$ cat src/rtl/lbvi_pkg.sv
// Shared types and constants of the LCS bound value iteration block.
`timescale 1ns / 1ps
package lbvi_pkg;

	// Command codes carried in s_tuser.
	localparam logic [1:0] CMD_WRITE = 2'd0;
	localparam logic [1:0] CMD_READ  = 2'd1;
	localparam logic [1:0] CMD_SWEEP = 2'd2;

	// Result kinds carried in m_tuser.
	localparam logic [1:0] KIND_WRITE_ACK = 2'd0;
	localparam logic [1:0] KIND_READ_DATA = 2'd1;
	localparam logic [1:0] KIND_SWEEP_END = 2'd2;

	// Sweep phases: each folded entry issues four source reads.
	localparam logic [1:0] PHASE_FIRST = 2'd0;
	localparam logic [1:0] PHASE_SPLIT = 2'd2;
	localparam logic [1:0] PHASE_LAST  = 2'd3;

	// Interleaving masks: odd positions hold string A, even ones string B.
	localparam logic [63:0] ODD_BITS  = 64'hAAAA_AAAA_AAAA_AAAA;
	localparam logic [63:0] EVEN_BITS = 64'h5555_5555_5555_5555;

	localparam logic [31:0] UNIT_RESET = 32'd25000000;

	localparam int unsigned DATA_W = 32;

	// Control from the sequencer to the datapath.
	typedef struct packed {
		logic       start;    // sweep begins, reset the running minimum
		logic       issue;    // a sweep source read is issued this cycle
		logic [1:0] phase;    // which of the four reads of the entry
		logic       match;    // entry whose first characters agree
		logic       host_wr;  // host write to the active bank
		logic       bank;     // active (source) bank
	} lbvi_ctl_t;

endpackage

$ cat src/rtl/lbvi_agen.sv
// Tap address generator: neighbour index of a sweep entry, folded by complement symmetry.
`timescale 1ns / 1ps
module lbvi_agen #(
	parameter int STRING_LENGTH = 8
) (
	input  logic [2*STRING_LENGTH-2:0] s,
	input  logic [1:0]                 phase,
	output logic [2*STRING_LENGTH-2:0] tap,
	output logic                       match
);
	import lbvi_pkg::*;

	localparam int FULL_W = 2 * STRING_LENGTH;
	localparam int IDX_W  = FULL_W - 1;
	localparam logic [FULL_W-1:0] Q_MASK = {2'b00, {(FULL_W-2){1'b1}}};
	localparam logic [FULL_W-1:0] H_MASK = {1'b0, {(FULL_W-1){1'b1}}};
	localparam logic [FULL_W-1:0] ODD_M  = ODD_BITS[FULL_W-1:0];
	localparam logic [FULL_W-1:0] EVEN_M = EVEN_BITS[FULL_W-1:0];

	logic [FULL_W-1:0] s_f, r_f, a_b, tb, x0, ta, bb, y0, base_m, mism, raw;

	always_comb begin
		s_f    = {1'b0, s};
		r_f    = ~s_f;
		// Both first characters zero: shift both strings by one character.
		base_m = {s[IDX_W-2:0], phase};
		// Advancing string B keeps A and drops the first B character.
		a_b    = s_f & ODD_M;
		tb     = s_f & EVEN_M & Q_MASK;
		x0     = a_b | (tb << 2);
		// Advancing string A is worked out on the complement.
		ta     = r_f & ODD_M & H_MASK;
		bb     = r_f & EVEN_M;
		y0     = (ta << 2) | bb;
		case (phase)
			2'd0:    mism = x0;
			2'd1:    mism = x0 | FULL_W'(1);
			2'd2:    mism = y0;
			default: mism = y0 | FULL_W'(2);
		endcase
		match = ~s[IDX_W-1];
		raw   = match ? base_m : mism;
		// min(x, ~x) is the one whose top bit is clear.
		tap   = raw[FULL_W-1] ? ~raw[IDX_W-1:0] : raw[IDX_W-1:0];
	end

endmodule

$ cat config.mk
export PLATFORM = sky130hd
export DESIGN_NAME = lbvi_agen
export DESIGN_NICKNAME = d
export VERILOG_FILES = /design/src/rtl/lbvi_pkg.sv /design/src/rtl/lbvi_agen.sv
export SDC_FILE = /design/constraint.sdc
export NUM_CORES = 1
export LEC_CHECK = 0
export ABC_AREA = 0
export ABC_CLOCK_PERIOD_IN_PS = 1600
export BUFFER_PORTS_ARGS = -buffer_cell sky130_fd_sc_hd__buf_4
export CORE_AREA = 2 2 39 41
export DETAILED_ROUTE_END_ITERATION = 8
export DIE_AREA = 0 0 41 43
export GPL_TIMING_DRIVEN = 1
export PLACE_DENSITY = 0.77
export SLEW_MARGIN = 20
export SYNTH_ARGS = -nofsm -noshare
export SYNTH_HDL_FRONTEND = slang
export SYNTH_SLANG_ARGS = --single-unit
$ cat constraint.sdc
create_clock -name vclk -period 1.6
set_input_delay 0.08 -clock vclk [all_inputs]
set_output_delay 0.08 -clock vclk [all_outputs]
set_load 0.02 [all_outputs]
# --- Word level (Yosys, flattened, before mapping) ---
# Index checks and enable logic that the tools add are counted.
totals:
  register_bits: 0
  latch_bits: 0
  mem_bits_rw: 0
  romBits: 0
  wordCells: 11
  memories: 0
op_classes:
  n_addsub: 0
  multipliers: 0
  div: 0
  n_lt_le_gt_ge: 0
  n_eq_ne: 2
  shift: 0
  muxes: 3
  bitwise_logic: 5
  reduce_logical: 1
op_table:
  columns: ["cell", "count"]
  rows:
  - ["$pmux 16 s3", 1]
  - ["$not 15->15", 2]
  - ["$mux 16", 1]
  - ["$or 16x15->16", 1]
  - ["$mux 15", 1]
  - ["$or 14x15->15", 1]
  - ["$eq 2x1->1 const B", 1]
  - ["$eq 2x2->1 const B", 1]
  - ["$logic_not 2->1", 1]
  - ["$not 1->1", 1]

# --- Depth between registers and ports, before layout ---
logic_depth:
  depth_word: 6
  ltp_mapped: 5
  mapped_depth_nobuf: 3

# --- Worst setup path before layout ---
# OpenSTA, ideal clock, no wires.
synth_timing:
  kind: "input -> output"
  start: "input phase[1]"
  end: "output tap[1]"
  t_arrival_ns: 0.929
  required_time_ns: 1.520
  setup_slack_ns: 0.591
  stages: 5
  path_cell_list: "buf_2 > buf_2 > nand4b_1 > o21ai_0 > a221oi_2"
synth_via:
  elab_chain_len: 5
  elab_cells_between_ends: 7
synth_rtl:
  columns: ["element", "line_no", "source"]
  rows:
  - ["from (decl)", "lbvi_agen.sv:7", "input logic [1:0] phase,"]
  - ["$eq 2x2->1, or another cell as far along", "lbvi_agen.sv:35", "case (phase)"]
  - ["$pmux 16 s3", "lbvi_agen.sv:35", null]
  - ["$mux 16 *", "lbvi_agen.sv:42", "raw = match ? base_m : mism;"]
  - ["$not 15->15", "lbvi_agen.sv:44", "tap = raw[FULL_W-1] ? ~raw[IDX_W-1:0] : raw[IDX_W-1:0];"]
  - ["$mux 15 *", "lbvi_agen.sv:44", null]
  - ["to (decl)", "lbvi_agen.sv:8", "output logic [2*STRING_LENGTH-2:0] tap,"]
# Mark *: on every way between the ends. The rest lies on a longest branch, timed or not.

# --- Worst setup path after layout ---
# Ends and elaborated chain as after synthesis.

==> key figures <==
Outcome
  – Status: complete, no violations

Job
  – MaxCap Viol Count: 0

Pwr
  – Pwr Density: 426.7 nW/um^2
  – Max VDD drop: 0.1952 mV
  – LEAKAGE: 0.0002877 uW
  – P_int: 132.4 uW
  – Power Total: 274.4 uW
  – Clock share of power: 0%
  – Sw frac: 51.74%
  – Net switching power: 142.0 uW
  – Combinational Power Share: 100.0%
  – Flop pwr share: 0%

Setup path
  – CP Cell Sequence: buf_4 > nand2b_1 > o21ai_0 > a221oi_2 > buf_4
  – Max stage delay on crit path: 0.36 ns
  – CP Data Required Time: 1.52 ns
  – Arr. time, crit path: 1.13 ns
  – CP Launch Type: input pin
  – Slowest-stage cell, CP: nand2b_1
  – CP Capture Type: output pin
  – Worst-path fanout max: 20
  – Crit path max-delay family: buffers and inverters
  – Worst path most repeated cell: buf_4
  – WP depth: 5
  – Worst path bufs/invs: 2
  – Critical path type: in2out

Layout
  – Layout clock buffers: 0
  – Nets: 110
  – Layout cells sized above 1: 37.36%
  – FILL cells: 156
  – Register area: 0 um^2
  – ANT cells: 0
  – Post-layout util: 46.47%
  – Area Growth Syn to Fin: 48.99%
  – Seq_cells: 0
  – Most frequent cells in the layout: 33 x buf_4, 14 x xnor2_1, 13 x o21ai_0
  – Most common cell after layout, fill and taps aside: buf_4

GRT
  – Vias in the first global route: 404
  – First-pass GRT wire length: 1628 um
  – Gr usage total: 11.89%
  – Largest net degree at the start of global routing: 21
  – Grt total ovfl: 0
  – Number of antenna violations at the first check in global routing: 0

Routing
  – Post-Route WL: 1021 um
  – Vias per cell: 4.757
  – DRT iter0 DRCs: 0
  – Post-route ant nets: 0
  – DRC: 0
  – DRT Pass-1 Iters: 1
  – Total number of vias: 509
  – DR WL/cell: 9.542 um

Logic synthesis
  – Register area share after synthesis: 0%
  – Unique masters post-synth: 18
  – Synth Cell Area: 431.7 um^2
  – Synth Instances: 65
  – Avg Inst Size Synth: 6.641 um^2
  – Synth Warn #: 0
  – Syn_nets: 82

Timing
  – Slew Limit Fails: 0
  – Highest attainable clock frequency: 825.4 MHz
  – Tmin final: 1.212 ns
  – Unrepaired setup endpoints after global routing: false
  – Hold Fails Final Rpt: 0
  – Setup violations, final: 0
  – Fin crit share: 75.72%
  – Least-Margin Pin Slew: 0.3715 ns
  – Final WS setup: 0.3885 ns
  – Setup tns final: 0 ns
  – Hold slack: 0.5309 ns
  – Rel. slew slack: 75.24%

Clock network
  – Post-CTS sizing: 0
  – Postcts setup bufs: 0
  – Hold buffers post-CTS: 0

Placement
  – Pre-CTS setup slack: 0.3821 ns
  – GPL Wtd Cong: 0.6822
  – Dpl hpwl: 808.3 um
  – Port buffer count: 33

Floorplanning
  – Io pins: 33
  – Core area: 1384 um^2
  – Die X: 41 um
  – Initial Util: 31.19%
  – Vert. Die Dim: 43 um
  – # rows: 14
  – Die Area: 1763 um^2

Min path
  – Hold Path Class: in2out
  – Hold path depth: 4
tightest hold or removal path, stage by stage:
cell      delay, ns
buf_4          0.09
nand2b_1       0.06
o211ai_1       0.08
buf_4          0.14
cell usage after synthesis (2+ instances only):
master    instances  share of area (%)
xnor2_1          14                 28
buf_2             5                5.8
a21oi_1           5                5.8
o21ai_1           2                2.3
nor2_1            5                4.3
a21o_1            6                 10
nor2b_1           3                4.3
o21ai_0          13                 15
nand2b_1          3                4.3
cell type report:
cell class | count | area (um^2) | area share, %
well taps | 16 | 20.02 | 3.113
multi-input cells | 57 | 371.6 | 57.78
repair buffers | 33 | 247.7 | 38.52
inverters | 1 | 3.754 | 0.5837
power groups by stage:
| stage | clock [uW] | sequential [uW] | combinational [uW] |
|---|---|---|---|
| 5_1_grt | 0 | 0 | 297 |
| 2_1_floorplan | 0 | 0 | 173 |
| 4_1_cts | 0 | 0 | 278 |
| 3_3_place_gp | 0 | 0 | 274 |
| 3_5_place_dp | 0 | 0 | 277 |
| 6_report | 0 | 0 | 274 |
per-layer routing:
metal | part of all wire (%) | routed length [um] | GRT usage, %
met5 | 0 | 0 | 0
met4 | 0 | 0 | 0
met3 | 8.7 | 89 | 0
met2 | 45 | 461 | 18.75
met1 | 46 | 470 | 18.67
cells by family after synthesis:
kind of cell    Yosys count  synth area share (%)
xor+xnor                 14                 28.41
buf+inv                   8                 13.91
compound gates           29                 40.29
simple gates             14                 17.39
metrics by stage:
stage,std cells,area (um^2)
after floorplan,65,431.7
after global placement,107,643.1
after detailed placement,107,643.1
after CTS,107,643.1
after global routing,107,643.1
final,107,643.1
final timing paths:
path,startpoint,end
hold / removal,s[12],tap[14]
setup / recovery,phase[1],tap[1]
No activity file was read; power rests on OpenSTA's default activity.
